### config.mk
export PLATFORM = sky130hd
export DESIGN_NAME = tt_front
export DESIGN_NICKNAME = d
export VERILOG_FILES = /design/src/tt_pkg.sv /design/src/tt_front.sv
export SDC_FILE = /design/constraint.sdc
export NUM_CORES = 1
export LEC_CHECK = 0
export CAP_MARGIN = 20
export CORE_MARGIN = 2
export CORE_UTILIZATION = 50
export DETAILED_ROUTE_END_ITERATION = 10
export DONT_BUFFER_PORTS = 1
export GPL_TIMING_DRIVEN = 0
export HOLD_SLACK_MARGIN = 0.05
export RECOVER_POWER = 25
export SYNTH_ARGS = -nofsm -noshare
export SYNTH_HDL_FRONTEND = slang
export SYNTH_SLANG_ARGS = --single-unit
### constraint.sdc
create_clock -name clk -period 9.85 [get_ports clk]
set_clock_uncertainty 0.1 [all_clocks]
set_input_delay 0.4925 -clock clk [delete_from_list [all_inputs] [get_ports clk]]
set_output_delay 0.4925 -clock clk [all_outputs]
set_load 0.01 [all_outputs]
### src/tt_pkg.sv
// Timer table package: shared codes, command word type and default sizes.
// Used by the front, the back, the top level and the checker of the timer table.
package tt_pkg;

    localparam int DEF_TIMER_SLOTS = 32;
    localparam int DEF_TIME_BITS   = 32;
    // most expired timers reported by one check
    localparam int LIST_MAX        = 32;
    localparam int LIST_AW         = 5;

    // input opcodes
    localparam logic [2:0] OP_SET_ONCE = 3'd0;
    localparam logic [2:0] OP_SET_PER  = 3'd1;
    localparam logic [2:0] OP_DELETE   = 3'd2;
    localparam logic [2:0] OP_CHECK    = 3'd3;
    localparam logic [2:0] OP_CLEAR    = 3'd4;

    // result kinds
    localparam logic [2:0] KIND_SET     = 3'd0;
    localparam logic [2:0] KIND_DELETE  = 3'd1;
    localparam logic [2:0] KIND_EXPIRED = 3'd2;
    localparam logic [2:0] KIND_CHECK   = 3'd3;
    localparam logic [2:0] KIND_CLEAR   = 3'd4;

    // classified command handed from the front to the back
    typedef struct packed {
        logic [2:0]  op;
        logic        reject;
        logic [7:0]  handler;
        logic [31:0] user_word;
        logic [31:0] context_req;
        logic [5:0]  target_id;
    } cmd_t;

endpackage

### src/tt_front.sv
// Timer table front: accepts input words, classifies them, queues commands.
// Depends on tt_pkg.
module tt_front #(
    parameter int TW = tt_pkg::DEF_TIME_BITS
) (
    input  logic           clk,
    input  logic           rst_n,
    input  logic           s_tvalid,
    output logic           s_tready,
    input  logic [143:0]   s_tdata,
    input  logic [2:0]     s_tuser,
    output logic           cmd_valid,
    input  logic           cmd_ready,
    output tt_pkg::cmd_t   cmd,
    output logic [TW-1:0]  cmd_now,
    output logic [TW-1:0]  cmd_ivl,
    output logic [TW-1:0]  cmd_key
);

    tt_pkg::cmd_t  q_cmd [2];
    logic [TW-1:0] q_now [2];
    logic [TW-1:0] q_ivl [2];
    logic [TW-1:0] q_key [2];
    logic          wr_ptr_reg;
    logic          rd_ptr_reg;
    logic [1:0]    cnt_reg;

    logic [TW-1:0] in_now;
    logic [TW-1:0] in_ivl;
    logic [TW:0]   sum;
    logic          known;
    logic          push;
    logic          pop;
    tt_pkg::cmd_t  in_cmd;

    // classify the incoming word
    always_comb
    begin
        in_now = TW'(s_tdata[31:0]);
        in_ivl = TW'(s_tdata[63:32]);
        sum    = {1'b0, in_now} + {1'b0, in_ivl};
        known  = s_tuser inside {tt_pkg::OP_SET_ONCE, tt_pkg::OP_SET_PER, tt_pkg::OP_DELETE,
                                 tt_pkg::OP_CHECK, tt_pkg::OP_CLEAR};
        in_cmd.op          = s_tuser;
        in_cmd.reject      = (s_tdata[71:64] == 8'd0) || sum[TW];
        in_cmd.handler     = s_tdata[71:64];
        in_cmd.user_word   = s_tdata[103:72];
        in_cmd.context_req = s_tdata[135:104];
        in_cmd.target_id   = s_tdata[141:136];
    end

    assign s_tready  = (cnt_reg != 2'd2);
    assign push      = s_tvalid && s_tready && known;
    assign cmd_valid = (cnt_reg != 2'd0);
    assign pop       = cmd_valid && cmd_ready;
    assign cmd       = q_cmd[rd_ptr_reg];
    assign cmd_now   = q_now[rd_ptr_reg];
    assign cmd_ivl   = q_ivl[rd_ptr_reg];
    assign cmd_key   = q_key[rd_ptr_reg];

    // queue storage
    always_ff @(posedge clk)
    begin
        if (push)
        begin
            q_cmd[wr_ptr_reg] <= in_cmd;
            q_now[wr_ptr_reg] <= in_now;
            q_ivl[wr_ptr_reg] <= in_ivl;
            q_key[wr_ptr_reg] <= sum[TW-1:0];
        end
    end

    // queue pointers
    always_ff @(posedge clk or negedge rst_n)
    begin
        if (!rst_n)
        begin
            wr_ptr_reg <= 1'b0;
            rd_ptr_reg <= 1'b0;
            cnt_reg    <= 2'd0;
        end
        else
        begin
            if (push)
            begin
                wr_ptr_reg <= !wr_ptr_reg;
            end
            if (pop)
            begin
                rd_ptr_reg <= !rd_ptr_reg;
            end
            if (push && !pop)
            begin
                cnt_reg <= cnt_reg + 2'd1;
            end
            else if (pop && !push)
            begin
                cnt_reg <= cnt_reg - 2'd1;
            end
        end
    end

endmodule

==> metrics.md, run 1 <==
| Metric | Value |
|---|---|
| Combinational Power Share | 0.268 |
| Sw power | 0.00132 W |
| Starting Density | 0.507 |
| Clock power share | 0.291 |
| Num ports | 331 |
| Gr ovfl total | 0 |
| Tmin final | 3.68 ns |
| Worst-path clk slew | 0.06 ns |
| First-pass GRT wire length | 47,700 um |
| Seq/Total Area, Yosys | 0.720 |
| Share of the synthesized area in the top cell type | 0.713 |
| Seq cells post-synth | 360 |
| Antenna cells | 0 |
| Reg with most FFs | q_cmd |
| Post-synth EDFFs | 356 |
| Sequential share of power | 0.441 |
| PortBufs | 0 |
| Max reg flops | 164 |
| Slew Viols, Final | 0 |
| Final worst-path setup slack | 6.17 ns |
| Via count | 8,163 |
| Antenna-violating nets left | 0 |
| Die W | ~180 um |
| Pre-CTS WS | 6.57 ns |
| Worst EP arrival | 3.09 ns |
| TNS Setup | 0 ns |
| GR Util met1 | 0.234 |
| Die ar. | roughly 31,000 um^2 |
| Largest net degree at the start of global routing | 70 |
| Routed wire length | between 30,000 and 40,000 um |
| Root Buffer | clkbuf_16 |
| Number of H-tree levels | 2 |
| Iteration-0 DRC Markers | 490 |
| Die Ht | 177 um |
| Critical-path maximum fanout | 10 |
| # Max-Cap Violations | 0 |
| CTS Buffer Depth | 3 |
| Status | finished, final reports clean |
| Hold Vio Cnt, Final | 0 |
| Drt first pass iters | 7 |
| Pwr/cell area | between 200 and 300 nW/um^2 |
| Rel. slew slack | 0.422 |
| # DRC | 0 |
| HPWL Detailed | ~22,000 um |
| Req. time, crit path | 9.26 ns |
| Worst Max-Slew Pin Slew | roughly 0.87 ns |
| Final setup viols | 0 |
| Multi-input gate area | 4040 um^2 |
| Fmax | 272 MHz |
| Final Wtd Congestion | 0.857 |
| Post-route cell area | around 18,000 um^2 |
| Post-Synthesis Mean Instance Area | 17.5 um^2 |
| CTS tree | built |
| Busiest grt layer | met2 |
| Placed Instance Area | 15,600 um^2 |
| Crit share post-route | 0.374 |
| Vias in the first global route | roughly 8,400 |
| Filler instances | 2,146 |
| WL per Instance | 22.2 um |
| Final nets | 1,235 |
| Main synth FF type | edfxtp_1 |
| Met3 usage | 0.0593 |
| Synthesized area | 15,000 um^2 |
| Unrepaired setup endpoints after global routing | no |
| Mapped Nets | 1,042 |
| Leakage power | about 6.2 nW |
| Drt via density | between 5 and 6 |
| Placed cells | 1,254 |
| Share of cells above drive strength 1 | 0.250 |
| Hold crit path type | in -> reg |
| Internal power | ~0.0033 W |
| Setup CP Type | reg -> out |
| Finished Layout Cells | about 1,500 |
| Crit end category | output port |
| Cells after Synth | about 860 |
| Async set or reset register ratio after synthesis | 0.0111 |
| Switching share of power | 0.288 |
| Layout area overhead | 22.0% |
| Total track usage | 0.201 |
| Rows | between 60 and 70 |
| Post-synth cell types | 61 |
| CP startpoint kind | flop |
| Worst-Skew Late Latency | 0.50 ns |
| VDD IR max | 0.000173 V |
| Hold_ws | 0.0798 ns |
| Core Box Area | 29,600 um^2 |
| Post-synth top area cell | edfxtp_1 |
| Synth area leaders | edfxtp_1 (71%), mux2_2 (13%), ha_1 (2.8%) |
| CTS Sinks | between 300 and 400 |
| FF/Latch Area | between 10,000 and 15,000 um^2 |
| Yosys warns | 0 |
| Initial antenna violation count | 0 |
| Met2 global-route usage | 0.355 |
| Cts bufs inserted | 38 |
-- final timing paths --
| kind | start | end | slack, ns | cells after the start |
|---|---|---|---|---|
| worst max-delay path | rd_ptr_reg | cmd_key[2] | 6.17 | 4 |
| worst min-delay path | cmd_ready | rd_ptr_reg | 0.08 | 2 |
| worst max register to register | cnt_reg[0] | q_cmd[1][52] | 7.28 | 5 |
| worst min register to register | cnt_reg[1] | cnt_reg[1] | 0.39 | 1 |
| max in group asynchronous | rst_n | cnt_reg[0] | 9.31 | 1 |
| min in group asynchronous | rst_n | rd_ptr_reg | 0.16 | 1 |
-- stage by stage --
| step | power, W | util |
|---|---|---|
| after CTS | 0.00465 | 0.619 |
| after detailed placement | 0.00325 | 0.529 |
| after global placement | 0.00328 | 0.524 |
| final | 0.00460 | 0.619 |
| after global routing | 0.00480 | 0.619 |
| after floorplan | 0.00299 | - |
-- layout by cell type (no fill, tap or decap), types with 17 or more instances in the layout --
master,n
clkbuf_16,39
nor2_1,25
o21ai_0,19
mux2_2,178
xnor2_1,17
dlygate4sd3_1,146
ha_1,33
a21oi_1,34
edfxtp_1,356
nand2_1,32
clkbuf_1,28
-- layout make-up --
type | instances | share of cell area
inverters | 8 | 0.00164
clock buffers | 51 | 0.0564
clock inverters | 15 | 0.00821
plain buffers | 29 | 0.00780
well taps | 390 | 0.0267
flip-flops and latches | 360 | 0.590
repair buffers | 153 | 0.0884
multi-input cells | 460 | 0.221
-- worst max-delay path, stage by stage, from the launching register on --
cell and delay, ns:
dfrtp_1 0.32, clkbuf_1 0.58, clkbuf_1 0.63, clkbuf_1 0.57
mux2_2 0.47
-- Yosys cell counts, drive strengths merged, types with 2 or more instances --
cell / number
a2111oi: 2
a211o: 3
a211oi: 10
a21o: 13
a21oi: 36
a221oi: 3
a311oi: 2
a31oi: 5
and2: 3
and3: 2
buf: 12
clkbuf: 17
dfrtp: 4
edfxtp: 356
ha: 33
inv: 8
mux2: 178
mux2i: 2
nand2: 32
nand3: 6
nand3b: 2
nand4: 8
nor2: 26
nor3: 7
nor4: 4
o211ai: 6
o21a: 4
o21ai: 24
o21bai: 2
or3: 3
xnor2: 17
xor2: 11
-- what timing repair did --
action | 4_1_cts | 5_1_grt
hold endpoints to repair | 294 | 0
hold buffers | 146 | 0
gates resized for setup | 0 | 0
setup buffers | 0 | 0
-- power by group through the flow --
| stage | clock network, W | registers, W | logic (W) |
|---|---|---|---|
| floorplan | 0 | 0.00210 | 0.000893 |
| global placement | 0 | 0.00214 | 0.00114 |
| detailed placement | 0 | 0.00206 | 0.00119 |
| CTS | 0.00137 | 0.00203 | 0.00125 |
| global route | 0.00143 | 0.00205 | 0.00132 |
| finish | 0.00134 | 0.00203 | 0.00123 |
-- cells by family (layout without fill, tap and decap cells) --
| group | Yosys count | in the layout | share of synthesized area |
|---|---|---|---|
| AOI/OAI and AO/OA | 120 | 120 | 0.0564 |
| xor gates and xnor gates | 28 | 28 | 0.0164 |
| adders and majority gates | 34 | 34 | 0.0289 |
| buffers and inverters | 37 | 256 | 0.0115 |
| DFF | 360 | 360 | 0.720 |
| muxes | 180 | 180 | 0.135 |
| and+or+nand+nor | 98 | 98 | 0.0321 |
-- metal layers --
layer	vias to the layer above	routed length [um]
met1	4031	12400
met2	302	16500
met5	-	0
li1	3778	-
met3	52	2820
met4	0	812
Power figures use the tool's default switching activity.
==> inputs of run 2 (changes only) <==
--- a/config.mk
+++ b/config.mk
@@ -5,6 +5,7 @@
 export SDC_FILE = /design/constraint.sdc
 export NUM_CORES = 1
 export LEC_CHECK = 0
+export ABC_AREA = 1
 export CAP_MARGIN = 20
 export CORE_MARGIN = 2
 export CORE_UTILIZATION = 50
==> constraint.sdc (replaced) <==
create_clock -name clk -period 3.4 [get_ports clk]
set_clock_uncertainty 0.1 [all_clocks]
set_input_delay 0.17 -clock clk [delete_from_list [all_inputs] [get_ports clk]]
set_output_delay 0.17 -clock clk [all_outputs]
set_load 0.01 [all_outputs]
==> run 2 against run 1 <==
Against the previous run:
- sequential cell count did not move
- critical path type is now in -> reg
- highest routed layer unchanged
- utilization rose by 0.26 points
- first-iteration DRC count rose by 29%
- total power rose to 3.0 times the previous value
- combinational power rose to 3.4 times the previous value
==> metrics.md, run 2 <==
| Metric | Value |
|---|---|
| Status | finished, final reports clean (unchanged) |
| Yosys warns | 0 (unchanged) |
| Setup CP Type | in -> reg (was reg -> out) |
| Max reg flops | 164 (unchanged) |
| CTS Buffer Depth | 3 (unchanged) |
| Switching share of power | 0.355 (was 0.288) |
| Hold Vio Cnt, Final | 0 (unchanged) |
| Unrepaired setup endpoints after global routing | no (unchanged) |
| Starting Density | 0.508 (was 0.507) |
| Fmax | approximately 380 MHz |
| Async set or reset register ratio after synthesis | 0.0111 (unchanged) |
| Hold crit path type | in -> reg (unchanged) |
| Routed wire length | 37,400 um (was 32,500 um) |
| Share of cells above drive strength 1 | 0.0686 (was 0.250) |
| Die W | 180 um (was 177 um) |
| Postcts setup bufs | 0 (unchanged) |
| Most frequent cells in the layout | nand2_1 (762), edfxtp_1 (356), dlygate4sd3_1 (149), inv_1 (118), clkbuf_16 (39) (was edfxtp_1 (356), mux2_2 (178), dlygate4sd3_1 (146), clkbuf_16 (39), a21oi_1 (34)) |
| Cells after Synth | 1,461 (was 857) |
| Crit end category | flop (was output port) |
| VDD IR max | 0.000475 V (was 0.000173 V) |
| Worst-path clk slew | 0.05 ns (was 0.06 ns) |
| Seq/Total Area, Yosys | 0.694 (was 0.720) |
| Filler instances | 2,444 (was 2,146) |
| CTS tree | built (unchanged) |
| Crit share post-route | 0.768 |
| # Max-Cap Violations | 0 (unchanged) |
| Number of H-tree levels | 2 (unchanged) |
| Num ports | 331 (unchanged) |
| Total track usage | 0.228 (was 0.201) |
| Tmin final | 2.61 ns |
| Total Power | 0.0139 W (was 0.00460 W) |
| CP startpoint kind | input pin (was flop) |
| Synthesized area | 15,500 um^2 (was 15,000 um^2) |
| HPWL Detailed | 26,400 um (was 22,200 um) |
| Worst Max-Slew Pin Slew | 0.634 ns (was 0.866 ns) |
| Pwr/cell area | 729 nW/um^2 (was 251 nW/um^2) |
| Cts bufs inserted | 38 (unchanged) |
| CTS Sinks | 360 (unchanged) |
| Synth cell count leaders | nand2_1 (762), edfxtp_1 (356), inv_1 (120), nor2_1 (35), ha_1 (33) (was edfxtp_1 (356), mux2_2 (178), a21oi_1 (34), ha_1 (33), nand2_1 (32)) |
| Share of the synthesized area in the top cell type | 0.688 (was 0.713) |
| First-pass GRT wire length | 58,000 um (was 47,700 um) |
| Drt via density | 5.02 (was 5.57) |
| Seq cells post-synth | 360 (unchanged) |
| WL per Instance | 17.9 um (was 22.2 um) |
| TNS Setup | 0 ns (unchanged) |
| Iteration-0 DRC Markers | 631 (was 490) |
| Rows | 64 (was 63) |
| Mapped Nets | 1,646 (was 1,042) |
| Final Wtd Congestion | 0.873 (was 0.857) |
| Synth area leaders | edfxtp_1 (69%), nand2_1 (18%), inv_1 (2.9%) (was edfxtp_1 (71%), mux2_2 (13%), ha_1 (2.8%)) |
| Worst-Skew Late Latency | 0.51 ns (was 0.50 ns) |
| Drt first pass iters | 5 (was 7) |
| Sequential share of power | 0.422 (was 0.441) |
| Via count | 10,487 (was 8,163) |
| # DRC | 0 (unchanged) |
| FF/Latch Area | 10,800 um^2 (unchanged) |
| Worst EP arrival | 2.71 ns (was 3.09 ns) |
| Die ar. | 32,500 um^2 (was 31,400 um^2) |
| Post-synth top area cell | edfxtp_1 (unchanged) |
| Placed cells | 1,870 (was 1,254) |
| Core Util, Final | 0.621 (was 0.619) |
| Main synth FF type | edfxtp_1 (unchanged) |
| Req. time, crit path | 3.50 ns (was 9.26 ns) |
| Multi-input gate area | 4160 um^2 (was 4040 um^2) |
| Gr ovfl total | 0 (unchanged) |
| Post-synth cell types | 26 (was 61) |
| Initial antenna violation count | 1 (was 0) |
| Commonest non-fill, non-tap cell in the layout | nand2_1 (was edfxtp_1) |
| Combinational Power Share | 0.302 (was 0.268) |
| Sw power | 0.00491 W (was 0.00132 W) |
| Rel. slew slack | 0.577 (was 0.422) |
| Post-Synthesis Mean Instance Area | 10.6 um^2 (was 17.5 um^2) |
| Die Ht | 180 um (was 177 um) |
| Leakage power | 8.11 nW (was 6.23 nW) |
| Slew Viols, Final | 0 (unchanged) |
| Reg with most FFs | q_cmd (unchanged) |
| Root Buffer | clkbuf_16 (unchanged) |
| Clock power share | 0.276 (was 0.291) |
| Antenna-violating nets left | 0 (unchanged) |
| Most frequent cell after synthesis | nand2_1 (was edfxtp_1) |
| Final setup viols | 0 (unchanged) |
| PortBufs | 0 (unchanged) |
| Final nets | 1,848 (was 1,235) |
| Finished Layout Cells | 2,087 (was 1,466) |
| Largest net degree at the start of global routing | 32 (was 70) |
| Vias in the first global route | 10,421 (was 8,392) |
| Critical-path maximum fanout | 30 (was 10) |
| Core Box Area | 30,600 um^2 (was 29,600 um^2) |
| Layout area overhead | 22.2% (was 22.0%) |
| Post-synth EDFFs | 356 (unchanged) |
| Internal power | 0.00894 W (was 0.00327 W) |
-- run 2: cell count changes after synthesis, moves of 16 or more --
cell     before  now
inv_1         8  120
mux2_2      178    0
nand2_1      32  762
nand3_1       5   25
o21ai_0      19    3
xnor2_1      17    1
-- run 2: final timing paths --
| path | startpoint | to | slack (ns) | cells past startpoint |
|---|---|---|---|---|
| max | s_tuser[1] | q_ivl[0][5] | 0.79 | 8 |
| min | s_tdata[50] | q_key[1][18] | 0.07 | 3 |
| max reg2reg | cnt_reg[1] | q_ivl[0][5] | 0.82 | 9 |
| min reg2reg | cnt_reg[0] | cnt_reg[0] | 0.43 | 1 |
| max in group asynchronous | rst_n | wr_ptr_reg | 2.62 | 2 |
| min in group asynchronous | rst_n | cnt_reg[1] | 0.40 | 2 |
-- run 2: per-layer routing --
metal | vias up | GRT usage | share of wire
met3 | 54 | 0.0523 | 0.067
met2 | 333 | 0.387 | 0.49
li1 | 5169 | - | -
met4 | 0 | 0.0616 | 0.021
met5 | - | 0 | 0
met1 | 4931 | 0.297 | 0.42
-- run 2: through the flow --
step	setup slack (ns)	hold WS (ns)	instance area (um^2)
finish	0.789	0.0674	19000
global route	0.622	0.0758	19000
CTS	0.678	0.0503	19000
detailed placement	0.791	-0.225	16400
global placement	-2.06	-0.225	16100
floorplan	-0.473	-0.226	15600
-- run 2: what timing repair did --
item / in CTS / in global routing
resized for setup: 0 / 0
hold endpoints to repair: 360 / 0
hold buffers: 149 / 0
-- run 2: area by class of cell --
| type | instances | area share |
|---|---|---|
| diodes | 1 | 0.000132 |
| plain buffers | 39 | 0.00895 |
| clock buffers | 40 | 0.0516 |
| clock inverters | 27 | 0.00922 |
| inverters | 122 | 0.0241 |
| multi-input cells | 940 | 0.219 |
| flip-flops and latches | 360 | 0.568 |
| well taps | 396 | 0.0261 |
| repair buffers | 162 | 0.0934 |
-- run 2: power by group through the flow --
stage	clock network (W)	logic, W	registers, W
after floorplan	0	0.00272	0.00597
after global placement	0	0.00386	0.00603
after detailed placement	0	0.00408	0.00594
after CTS	0.00390	0.00427	0.00584
after global routing	0.00409	0.00464	0.00590
final	0.00383	0.00418	0.00585
-- run 2: cells by family (layout without fill, tap and decap cells) --
family,after synthesis,after routing,share of synthesized area
AO/OA/AOI/OAI,30,30,0.0106
XOR/XNOR,18,18,0.0101
adder cells (fa/ha/maj),34,34,0.0278
buffers and inverters,161,390,0.0404
flip-flops,360,360,0.694
other,0,1,0
AND/OR/NAND/NOR,858,858,0.217
-- run 2: critical path: stages --
cell and delay [ns]:
dlygate4sd3_1 0.59, o21ai_0 0.34, nand3_4 0.16, nor2_4 0.46, buf_12 0.29, buf_12 0.24, buf_16 0.20, buf_12 0.22
